## src/design/mma_pkg.sv

```systemverilog
// Shared constants, register codes and arithmetic command types for the
// multichannel moving average. No dependencies.
package mma_pkg;

  localparam int CHANNELS_DEF    = 4;
  localparam int MAX_WINDOW_DEF  = 16;
  localparam int SAMPLE_BITS_DEF = 16;

  // Fixed field widths of the ports.
  localparam int CHAN_W      = 2;
  localparam int SAMPLE_W    = 16;
  localparam int MEAN_W      = 16;
  localparam int ACTIVE_W    = 3;
  localparam int WINDOW_W    = 5;
  localparam int CFG_INDEX_W = 3;
  localparam int CFG_DATA_W  = 5;

  localparam int NUM_REGS     = 5;
  localparam int NUM_WIN_REGS = 4;
  localparam int WIN_SEL_W    = 2;

  localparam logic [CFG_INDEX_W-1:0] REG_ACTIVE = 3'd0;
  localparam logic [CFG_INDEX_W-1:0] REG_WIN0   = 3'd1;
  localparam logic [CFG_INDEX_W-1:0] REG_WIN1   = 3'd2;
  localparam logic [CFG_INDEX_W-1:0] REG_WIN2   = 3'd3;
  localparam logic [CFG_INDEX_W-1:0] REG_WIN3   = 3'd4;

  localparam logic [ACTIVE_W-1:0] ACTIVE_RESET = 3'd4;
  localparam logic [WINDOW_W-1:0] WINDOW_RESET = 5'd8;

  typedef enum logic [2:0] {
    OP_HOLD,
    OP_CLR,
    OP_ACC,
    OP_LOAD,
    OP_STEP
  } arith_op_t;

  typedef struct packed {
    arith_op_t op;
    logic      keep;
  } arith_cmd_t;

endpackage

```

## src/design/multichannel_moving_average.sv

```systemverilog
// Top level of the multichannel moving average: configuration registers,
// per-channel ring pointers and the sequencer. Depends on mma_pkg, mma_store
// and mma_arith.
//
// Usage: a beat on the in_ channel carries a sample and its channel number.
// The block writes the sample into that channel's ring of window slots, sums
// the window through one shared adder and divides by the window length with
// the same adder, one quotient bit per cycle. Every input beat yields exactly
// one out_ beat carrying the channel, the truncated mean and a flag for a
// channel at or above the active count (mean zero, nothing changed).
// A valid sample passes through the write, read, load and divide states to
// the finish state, which fills the result register. The divide yields
// SUM_W = SAMPLE_BITS + clog2(MAX_WINDOW) quotient bits. A flagged channel
// goes straight from idle to the finish state. in_ready is high only while
// the sequencer is idle, so the block takes one beat at a time and accepts
// no new sample until it is through with the last. The result register
// lets the next sample be accepted while a result waits; if the receiver
// still stalls when the next result is done, the sequencer holds until
// out_ready.
// Reset and writes to indices below NUM_REGS empty all windows via per-channel
// fill counters, so no clearing pass is needed; unwritten slots read as zero.
module multichannel_moving_average #(
  parameter int CHANNELS    = mma_pkg::CHANNELS_DEF,
  parameter int MAX_WINDOW  = mma_pkg::MAX_WINDOW_DEF,
  parameter int SAMPLE_BITS = mma_pkg::SAMPLE_BITS_DEF
) (
  input  logic                             clk,
  input  logic                             rst_n,
  input  logic                             in_valid,
  output logic                             in_ready,
  input  logic [mma_pkg::CHAN_W-1:0]       in_channel,
  input  logic [mma_pkg::SAMPLE_W-1:0]     in_sample,
  output logic                             out_valid,
  input  logic                             out_ready,
  output logic [mma_pkg::CHAN_W-1:0]       out_channel,
  output logic [mma_pkg::MEAN_W-1:0]       out_mean_value,
  output logic                             out_bad_channel,
  input  logic                             cfg_we,
  input  logic [mma_pkg::CFG_INDEX_W-1:0]  cfg_index,
  input  logic [mma_pkg::CFG_DATA_W-1:0]   cfg_data
);

  localparam int CH_W      = (CHANNELS > 1) ? $clog2(CHANNELS) : 1;
  localparam int IDX_W     = $clog2(MAX_WINDOW);
  localparam int CNT_W     = $clog2(MAX_WINDOW + 1);
  localparam int SUM_W     = SAMPLE_BITS + $clog2(MAX_WINDOW);
  localparam int STEP_W    = $clog2(SUM_W);
  localparam int DEPTH     = CHANNELS * MAX_WINDOW;
  localparam int ADDR_W    = (DEPTH > 1) ? $clog2(DEPTH) : 1;
  localparam int CHAN_W    = mma_pkg::CHAN_W;
  localparam int MEAN_W    = mma_pkg::MEAN_W;

  typedef enum logic [2:0] {
    S_IDLE,
    S_WRITE,
    S_READ,
    S_LOAD,
    S_DIV,
    S_FIN
  } state_t;

  // Configuration.
  logic [mma_pkg::ACTIVE_W-1:0] active_r;
  logic [mma_pkg::WINDOW_W-1:0] win_r [mma_pkg::NUM_WIN_REGS];
  logic                         cfg_clear;
  logic [mma_pkg::CFG_INDEX_W-1:0] win_pick;

  // Per-channel ring state.
  logic [IDX_W-1:0] idx_r  [CHANNELS];
  logic [CNT_W-1:0] fill_r [CHANNELS];

  // Sequencer.
  state_t                 state_r, state_nxt;
  logic [CHAN_W-1:0]      ch_r, ch_nxt;
  logic [SAMPLE_BITS-1:0] smp_r, smp_nxt;
  logic                   bad_r, bad_nxt;
  logic [CNT_W-1:0]       w_r, w_nxt;
  logic [CNT_W-1:0]       n_r, n_nxt;
  logic                   rd_ok_r, rd_ok_nxt;
  logic [STEP_W-1:0]      step_r, step_nxt;
  logic                   out_valid_r, out_valid_nxt;
  logic [CHAN_W-1:0]      out_channel_r, out_channel_nxt;
  logic [MEAN_W-1:0]      out_mean_r, out_mean_nxt;
  logic                   out_bad_r, out_bad_nxt;

  logic                         in_fire;
  logic                         in_bad;
  logic [mma_pkg::WINDOW_W-1:0] w_raw;
  logic [CNT_W-1:0]             w_eff;
  logic [CH_W+CHAN_W-1:0]       ch_ext;
  logic [CH_W-1:0]              ch_idx;
  logic [CNT_W-1:0]             idx_cur, slot, slot_inc;
  logic [IDX_W-1:0]             idx_nxt;
  logic [CNT_W-1:0]             fill_cur, fill_nxt;
  logic                         mem_we;
  logic [ADDR_W-1:0]            mem_waddr, mem_raddr;
  logic [SAMPLE_BITS-1:0]       mem_rdata;
  mma_pkg::arith_cmd_t          cmd;
  logic [SUM_W-1:0]             quotient;
  logic [SUM_W+MEAN_W-1:0]      quo_ext;

  // ---------------------------------------------------------------------
  // Configuration registers.
  // ---------------------------------------------------------------------
  assign cfg_clear = cfg_we && (32'(cfg_index) < mma_pkg::NUM_REGS);
  assign win_pick  = cfg_index - mma_pkg::CFG_INDEX_W'(1);

  always_ff @(posedge clk) begin
    if (!rst_n) begin
      active_r <= mma_pkg::ACTIVE_RESET;
      for (int i = 0; i < mma_pkg::NUM_WIN_REGS; i++) begin
        win_r[i] <= mma_pkg::WINDOW_RESET;
      end
    end else if (cfg_we) begin
      unique case (cfg_index) inside
        mma_pkg::REG_ACTIVE: begin
          active_r <= cfg_data[mma_pkg::ACTIVE_W-1:0];
        end
        mma_pkg::REG_WIN0, mma_pkg::REG_WIN1, mma_pkg::REG_WIN2, mma_pkg::REG_WIN3: begin
          win_r[win_pick[mma_pkg::WIN_SEL_W-1:0]] <= cfg_data[mma_pkg::WINDOW_W-1:0];
        end
        default: begin
        end
      endcase
    end
  end

  // ---------------------------------------------------------------------
  // Acceptance checks and window length of the offered channel.
  // ---------------------------------------------------------------------
  assign in_ready = (state_r == S_IDLE);
  assign in_fire  = in_valid && in_ready;
  assign in_bad   = (32'(in_channel) >= 32'(active_r)) || (32'(in_channel) >= CHANNELS);
  assign w_raw    = win_r[in_channel];

  always_comb begin
    if (w_raw == '0) begin
      w_eff = CNT_W'(1);
    end else if (32'(w_raw) > MAX_WINDOW) begin
      w_eff = CNT_W'(MAX_WINDOW);
    end else begin
      w_eff = CNT_W'(w_raw);
    end
  end

  // ---------------------------------------------------------------------
  // Ring pointer and fill count of the channel at work.
  // ---------------------------------------------------------------------
  assign ch_ext   = {{CH_W{1'b0}}, ch_r};
  assign ch_idx   = ch_ext[CH_W-1:0];
  assign idx_cur  = CNT_W'(idx_r[ch_idx]);
  assign fill_cur = fill_r[ch_idx];
  assign slot     = (idx_cur >= w_r) ? '0 : idx_cur;
  assign slot_inc = slot + CNT_W'(1);
  assign idx_nxt  = (slot_inc >= w_r) ? '0 : slot_inc[IDX_W-1:0];
  assign fill_nxt = (fill_cur < w_r) ? fill_cur + CNT_W'(1) : fill_cur;

  // The window always fills from slot zero upward after a clear, so slots
  // at or above the fill count have never been written and count as zero.
  always_ff @(posedge clk) begin
    if (!rst_n || cfg_clear) begin
      for (int i = 0; i < CHANNELS; i++) begin
        idx_r[i]  <= '0;
        fill_r[i] <= '0;
      end
    end else if (state_r == S_WRITE) begin
      idx_r[ch_idx]  <= idx_nxt;
      fill_r[ch_idx] <= fill_nxt;
    end
  end

  assign mem_we    = (state_r == S_WRITE);
  assign mem_waddr = ADDR_W'(32'(ch_idx) * MAX_WINDOW + 32'(slot));
  assign mem_raddr = ADDR_W'(32'(ch_idx) * MAX_WINDOW + 32'(n_r));

  mma_store #(
    .DEPTH  (DEPTH),
    .DATA_W (SAMPLE_BITS)
  ) u_store (
    .clk   (clk),
    .we    (mem_we),
    .waddr (mem_waddr),
    .wdata (smp_r),
    .raddr (mem_raddr),
    .rdata (mem_rdata)
  );

  mma_arith #(
    .SAMPLE_BITS (SAMPLE_BITS),
    .SUM_W       (SUM_W),
    .CNT_W       (CNT_W)
  ) u_arith (
    .clk      (clk),
    .cmd      (cmd),
    .addend   (mem_rdata),
    .divisor  (w_r),
    .quotient (quotient)
  );

  assign quo_ext = {{MEAN_W{1'b0}}, quotient};

  // ---------------------------------------------------------------------
  // Sequencer.
  // ---------------------------------------------------------------------
  always_comb begin
    state_nxt       = state_r;
    ch_nxt          = ch_r;
    smp_nxt         = smp_r;
    bad_nxt         = bad_r;
    w_nxt           = w_r;
    n_nxt           = n_r;
    rd_ok_nxt       = rd_ok_r;
    step_nxt        = step_r;
    out_valid_nxt   = out_valid_r && !out_ready;
    out_channel_nxt = out_channel_r;
    out_mean_nxt    = out_mean_r;
    out_bad_nxt     = out_bad_r;
    cmd.op          = mma_pkg::OP_HOLD;
    cmd.keep        = rd_ok_r;

    unique case (state_r)
      S_IDLE: begin
        if (in_fire) begin
          ch_nxt    = in_channel;
          smp_nxt   = in_sample[SAMPLE_BITS-1:0];
          bad_nxt   = in_bad;
          w_nxt     = w_eff;
          state_nxt = in_bad ? S_FIN : S_WRITE;
        end
      end
      S_WRITE: begin
        cmd.op    = mma_pkg::OP_CLR;
        n_nxt     = '0;
        state_nxt = S_READ;
      end
      S_READ: begin
        // Slot n is addressed now; its data is added in the next cycle.
        rd_ok_nxt = (n_r < fill_cur);
        if (n_r != '0) begin
          cmd.op = mma_pkg::OP_ACC;
        end
        if (n_r == w_r) begin
          state_nxt = S_LOAD;
        end else begin
          n_nxt = n_r + CNT_W'(1);
        end
      end
      S_LOAD: begin
        cmd.op    = mma_pkg::OP_LOAD;
        step_nxt  = '0;
        state_nxt = S_DIV;
      end
      S_DIV: begin
        cmd.op = mma_pkg::OP_STEP;
        if (step_r == STEP_W'(SUM_W - 1)) begin
          state_nxt = S_FIN;
        end else begin
          step_nxt = step_r + STEP_W'(1);
        end
      end
      S_FIN: begin
        if (!out_valid_r || out_ready) begin
          out_valid_nxt   = 1'b1;
          out_channel_nxt = ch_r;
          out_mean_nxt    = bad_r ? '0 : quo_ext[MEAN_W-1:0];
          out_bad_nxt     = bad_r;
          state_nxt       = S_IDLE;
        end
      end
      default: begin
        state_nxt = S_IDLE;
      end
    endcase
  end

  always_ff @(posedge clk) begin
    if (!rst_n) begin
      state_r     <= S_IDLE;
      out_valid_r <= 1'b0;
    end else begin
      state_r     <= state_nxt;
      out_valid_r <= out_valid_nxt;
    end
    ch_r          <= ch_nxt;
    smp_r         <= smp_nxt;
    bad_r         <= bad_nxt;
    w_r           <= w_nxt;
    n_r           <= n_nxt;
    rd_ok_r       <= rd_ok_nxt;
    step_r        <= step_nxt;
    out_channel_r <= out_channel_nxt;
    out_mean_r    <= out_mean_nxt;
    out_bad_r     <= out_bad_nxt;
  end

  assign out_valid       = out_valid_r;
  assign out_channel     = out_channel_r;
  assign out_mean_value  = out_mean_r;
  assign out_bad_channel = out_bad_r;

  // ---------------------------------------------------------------------
  // Assertions.
  // ---------------------------------------------------------------------
  a_bad_mean_zero: assert property (@(posedge clk) disable iff (!rst_n)
    out_valid && out_bad_channel |-> out_mean_value == '0)
    else $error("flagged channel reported a nonzero mean");

  a_busy_after_accept: assert property (@(posedge clk) disable iff (!rst_n)
    in_valid && in_ready |=> !in_ready)
    else $error("input accepted while a sample is still in work");

  a_ptr_in_window: assert property (@(posedge clk) disable iff (!rst_n)
    state_r == S_READ |-> idx_cur < w_r && fill_cur <= w_r && fill_cur != '0)
    else $error("ring pointer or fill count outside the window");

  a_fin_from_div: assert property (@(posedge clk) disable iff (!rst_n)
    $rose(state_r == S_FIN) && !bad_r |-> $past(state_r) == S_DIV)
    else $error("result finished without a full divide");

endmodule

```

## src/design/mma_store.sv

```systemverilog
// Sample store of the moving average: one write port and one read port
// with registered read data. No dependencies.
module mma_store #(
  parameter int DEPTH  = 64,
  parameter int DATA_W = 16,
  localparam int ADDR_W = (DEPTH > 1) ? $clog2(DEPTH) : 1
) (
  input  logic              clk,
  input  logic              we,
  input  logic [ADDR_W-1:0] waddr,
  input  logic [DATA_W-1:0] wdata,
  input  logic [ADDR_W-1:0] raddr,
  output logic [DATA_W-1:0] rdata
);

  logic [DATA_W-1:0] mem_r [DEPTH];
  logic [DATA_W-1:0] rdata_r;

  always_ff @(posedge clk) begin
    if (we) begin
      mem_r[waddr] <= wdata;
    end
    rdata_r <= mem_r[raddr];
  end

  assign rdata = rdata_r;

endmodule

```

## src/design/mma_arith.sv

```systemverilog
// Shared add/subtract unit with its accumulator and quotient registers.
// It sums the window and then runs a restoring divide one bit per cycle.
// Depends on mma_pkg.
module mma_arith #(
  parameter int SAMPLE_BITS = mma_pkg::SAMPLE_BITS_DEF,
  parameter int SUM_W       = 20,
  parameter int CNT_W       = 5
) (
  input  logic                   clk,
  input  mma_pkg::arith_cmd_t    cmd,
  input  logic [SAMPLE_BITS-1:0] addend,
  input  logic [CNT_W-1:0]       divisor,
  output logic [SUM_W-1:0]       quotient
);

  localparam int AW = SUM_W + 2;

  logic [SUM_W-1:0] acc_r, acc_nxt;
  logic [SUM_W-1:0] quo_r, quo_nxt;
  logic [AW-1:0]    op_a, op_b, res;
  logic             sub;
  logic             neg;

  always_comb begin
    op_a = '0;
    op_b = '0;
    sub  = 1'b0;
    case (cmd.op)
      mma_pkg::OP_ACC: begin
        op_a = {2'b00, acc_r};
        op_b = cmd.keep ? AW'(addend) : '0;
      end
      mma_pkg::OP_STEP: begin
        // Shift the next dividend bit into the partial remainder.
        op_a = {1'b0, acc_r, quo_r[SUM_W-1]};
        op_b = AW'(divisor);
        sub  = 1'b1;
      end
      default: begin
      end
    endcase
  end

  assign res = sub ? (op_a - op_b) : (op_a + op_b);
  assign neg = res[AW-1];

  always_comb begin
    acc_nxt = acc_r;
    quo_nxt = quo_r;
    case (cmd.op)
      mma_pkg::OP_CLR:  acc_nxt = '0;
      mma_pkg::OP_ACC:  acc_nxt = res[SUM_W-1:0];
      mma_pkg::OP_LOAD: begin
        quo_nxt = acc_r;
        acc_nxt = '0;
      end
      mma_pkg::OP_STEP: begin
        acc_nxt = neg ? op_a[SUM_W-1:0] : res[SUM_W-1:0];
        quo_nxt = {quo_r[SUM_W-2:0], ~neg};
      end
      default: begin
      end
    endcase
  end

  always_ff @(posedge clk) begin
    acc_r <= acc_nxt;
    quo_r <= quo_nxt;
  end

  assign quotient = quo_r;

endmodule

```

## config.mk

```make
export PLATFORM = sky130hd
export DESIGN_NAME = multichannel_moving_average
export DESIGN_NICKNAME = d
export VERILOG_FILES = /design/src/design/mma_pkg.sv /design/src/design/multichannel_moving_average.sv /design/src/design/mma_store.sv /design/src/design/mma_arith.sv
export SDC_FILE = /design/constraint.sdc
export NUM_CORES = 1
export LEC_CHECK = 0
export BUFFER_PORTS_ARGS = -buffer_cell sky130_fd_sc_hd__buf_2
export CORE_MARGIN = 2
export CORE_UTILIZATION = 68
export DETAILED_ROUTE_END_ITERATION = 10
export PLACE_DENSITY = 0.92
export REMOVE_ABC_BUFFERS = 1
export SLEW_MARGIN = 20
export SYNTH_ARGS = -nofsm -noshare
export SYNTH_HDL_FRONTEND = slang
export SYNTH_SLANG_ARGS = --single-unit
```

## constraint.sdc

```tcl
create_clock -name clk -period 10.3 [get_ports clk]
set_clock_uncertainty 0.15 [all_clocks]
set_input_delay 1.545 -clock clk [delete_from_list [all_inputs] [get_ports clk]]
set_output_delay 1.545 -clock clk [all_outputs]
set_load 0.01 [all_outputs]
```

==> summary.md <==
| Metric | Value |
|---|---|
| Yosys Warn Count | `0` |
| Crit-path slowest cell | `or4b_2` |
| P&R area growth vs syn | `11.1%` |
| CTS H-Tree Depth | `3` |
| Worst hold margin | `0.341 ns` |
| F_max | `138 MHz` |
| Avg Cell Area, Syn | `20.3 um^2` |
| R2r startpoint | `n_r[0]` |
| CTS tree | `done` |
| Clock sinks | `1199` |
| Max-slew headroom | `0.187` |
| Routability cong. | `0.859` |
| Core Region | `0.0703 mm^2` |
| # Max-Cap Violations | `0` |
| Vias in the first global route | `26600` |
| Outcome | `complete, no violations` |
| First-pass GRT wire length | `191 mm` |
| Cell Chain, Critical Path | `buf_4 > inv_1 > ha_1 > or4b_2 > and3_1 > a22oi_1 > ha_1 > o21ai_0 > a21oi_1 > nor2_1 > o31ai_1 > a31o_2 > ha_1 > a21o_1 > a21o_1 > a21o_1 > or3_1 > o211ai_1 > nand2_1 > mux2_2` |
| Initial antenna violation count | `12` |
| All-Layer GR Usage | `0.369` |
| Critical path type | `reg -> reg` |
| Pwr dens | `284 mW/mm^2` |
| Peak supply drop | `268 uV` |
| Cell count after synthesis | `2392` |
| Worst skew pair latency | `0.70 ns` |
| Slew @ Worst Pin | `1.22 ns` |
| Initial DRC Count | `4382` |
| Ys async rst share | `0` |
| Seq/Total Area, Yosys | `0.738` |
| Unique masters post-synth | `60` |
| TritonRoute pass-1 iters | `8` |
| Endpoints failing setup | `0` |
| Pin count of the biggest net entering global routing | `162` |
| # Post-CTS Setup Buffers | `0` |
| Critical path's largest stage delay | `0.71 ns` |
| Data required time at the worst endpoint | `10.59 ns` |
| CTS Hold Bufs | `0` |
| Die ar. | `0.0734 mm^2` |
| Number of routed nets with antenna violations | `0` |
| Final hold vios | `0` |
| Number of port buffers | `51` |
| Reg clk slew, reported paths | `0.08 ns` |
| Arr. time, crit path | `7.54 ns` |
| Vias per inst | `7.50` |
| Detailed-route wire length | `132 mm` |
| Final Cycle Share | `0.704` |
| Syn Std Cell Area | `0.0485 mm^2` |
| Gr ovfl total | `0` |
| Reg2reg setup slack | `3.05 ns` |
| Share of cells above drive strength 1 | `0.260` |
| LEAKAGE | `17.5 nW` |
| #FFs+latches synth | `1199` |
| Top Ports | `52` |
| Post-cts gate resize count | `0` |
| Min Tclk post-route | `7.25 ns` |
| Routed wire per std cell | `37.2 um` |
| EDFF count, synth | `1174` |
| FP Rows | `97` |
| Clk root buf | `clkbuf_16` |
| CTS Buf Count | `110` |
| Total Power | `15.3 mW` |
| HPWL Detailed | `69.2 mm` |
| Crit start category | `register` |
| Nature of the critical path endpoint | `register` |
| FF-to-FF path depth | `20` |
| Hold crit path type | `reg -> reg` |
| Final #Nets | `2610` |
| Predominant post-synthesis flop cell | `edfxtp_1` |
| Initial cell density of the core | `0.690` |
| Vias | `26700` |
| Hold Path Depth | `2` |
| DR DRC count | `0` |
| Maximum clock path buffer count | `3` |
| R2r endpoint | `u_arith.acc_r[6]` |
| Die X-Extent | `271 um` |
| Final-report max-slew violation count | `0` |
| Hold Path Sink | `active_r[2]` |
| Die outline height | `271 um` |
| Hold Startpoint | `active_r[2]` |
| Crit-path max FO | `51` |
| Unrepaired setup endpoints after global routing | `no` |
-- area by class of cell --
cell class / instances / area, um^2
sequential: 1199 / 35800
fill: 3229 / 16400
multi-input combinational: 1035 / 12100
clock buffer: 137 / 2970
tap: 940 / 1180
timing repair buffer: 142 / 951
clock inverter: 65 / 692
inverter: 38 / 143
antenna: 5 / 12.5
-- cell families (layout without fill, tap and decap cells) --
group / Yosys count / in the layout / share of synthesized area
xor+xnor: 34 / 34 / 0.00614
buf+inv: 158 / 382 / 0.0130
simple gates: 420 / 420 / 0.0410
fa+ha+maj: 53 / 53 / 0.0138
flops: 1199 / 1199 / 0.738
compound gates: 167 / 167 / 0.0229
other cells: 0 / 5 / 0
mux: 361 / 361 / 0.165
-- cells in the mapped netlist (6+ instances only) --
cell type / n / area share
a21o_1: 12 / 0.0019
a21oi_1: 46 / 0.0048
a22o_1: 19 / 0.0034
and2_1: 28 / 0.0036
buf_1: 11 / 0.00085
buf_2: 24 / 0.0025
clkbuf_1: 84 / 0.0065
dfxtp_1: 25 / 0.010
edfxtp_1: 1174 / 0.73
ha_1: 52 / 0.013
inv_1: 37 / 0.0029
mux2_2: 6 / 0.0014
mux2i_1: 6 / 0.0012
mux4_1: 7 / 0.0038
mux4_2: 342 / 0.16
nand2_1: 106 / 0.0082
nand2b_1: 18 / 0.0023
nand3_1: 20 / 0.0021
nand3b_1: 6 / 0.00093
nor2_1: 135 / 0.010
nor2b_1: 21 / 0.0027
nor3_1: 37 / 0.0038
o211ai_1: 6 / 0.00093
o21a_1: 8 / 0.0012
o21ai_0: 35 / 0.0036
o31ai_1: 6 / 0.00093
or2_2: 8 / 0.0010
or3_1: 16 / 0.0021
xnor2_1: 17 / 0.0031
xor2_1: 17 / 0.0031
-- state kept, by name, summed over array words and instances (netlist names), 2 cells and up, named ones only --
signal and cells:
fill_r 20, u_store.mem_r 1024, ch_idx 2, w_r 5
u_arith.acc_r 20, smp_r 16, active_r 3, u_store.rdata 16
idx_r 16, state_r 3, u_arith.quotient 20, step_r 5
out_channel 2, n_r 5, win_r 20, out_mean_value 16
-- routing by layer --
| metal | track usage | routed length, um |
|---|---|---|
| met1 | 0.478 | 43300 |
| met2 | 0.591 | 65000 |
| met3 | 0.0947 | 16000 |
| met4 | 0.183 | 8040 |
| met5 | 0 | 107 |
-- metrics by stage --
step | util | area [um^2] | setup TNS [ns] | std cells | setup WS (ns)
final | 0.766 | 53800 | 0 | 3561 | 3.05
after global routing | 0.766 | 53800 | 0 | 3557 | 2.68
after CTS | 0.766 | 53800 | 0 | 3556 | 3.36
after detailed placement | 0.714 | 50100 | 0 | 3354 | 3.72
after global placement | 0.714 | 50100 | 0 | 3354 | 3.94
after floorplan | - | 48000 | -160.11 | 2272 | -4.53
-- critical path: cells and delay by family (launching register included) --
kind | cells | cell delay, ns
AND/OR/NAND/NOR | 5 | 2.08
AO/OA/AOI/OAI | 9 | 2.28
multiplexers | 1 | 0.41
flip-flops | 1 | 0.39
adder cells (fa/ha/maj) | 3 | 0.96
buffers and inverters | 2 | 0.68
-- power by group --
group	internal, mW	switching (mW)
Clock	2.35	1.88
Combinational	2.03	2.91
Sequential	5.90	0.201
-- how the worst max path moves through the flow --
stage | start | slack, ns | cells after the start | endpoint
after global routing | n_r[0] | 2.68 | 20 | u_arith.acc_r[6]
after floorplan | n_r[0] | -4.53 | 19 | u_arith.acc_r[4]
final | n_r[0] | 3.05 | 20 | u_arith.acc_r[6]
after global placement | n_r[0] | 3.94 | 19 | u_arith.acc_r[6]
after CTS | n_r[0] | 3.36 | 20 | u_arith.acc_r[6]
after detailed placement | n_r[0] | 3.72 | 20 | u_arith.acc_r[6]
-- cells in the final DEF (no fill, tap or decap), types with 19 or more instances in the layout --
| cell | count |
|---|---|
| nand3_1 | 20 |
| and2_1 | 28 |
| nor2b_1 | 21 |
| nand2_1 | 106 |
| buf_4 | 90 |
| a21oi_1 | 46 |
| a22o_1 | 19 |
| edfxtp_1 | 1174 |
| mux4_2 | 342 |
| clkbuf_16 | 115 |
| nor3_1 | 37 |
| nor2_1 | 126 |
| o21ai_0 | 35 |
| inv_1 | 37 |
| ha_1 | 52 |
| dfxtp_1 | 25 |
| buf_2 | 51 |
| clkinv_1 | 22 |
| clkbuf_1 | 21 |
Power figures use the tool's default switching activity.
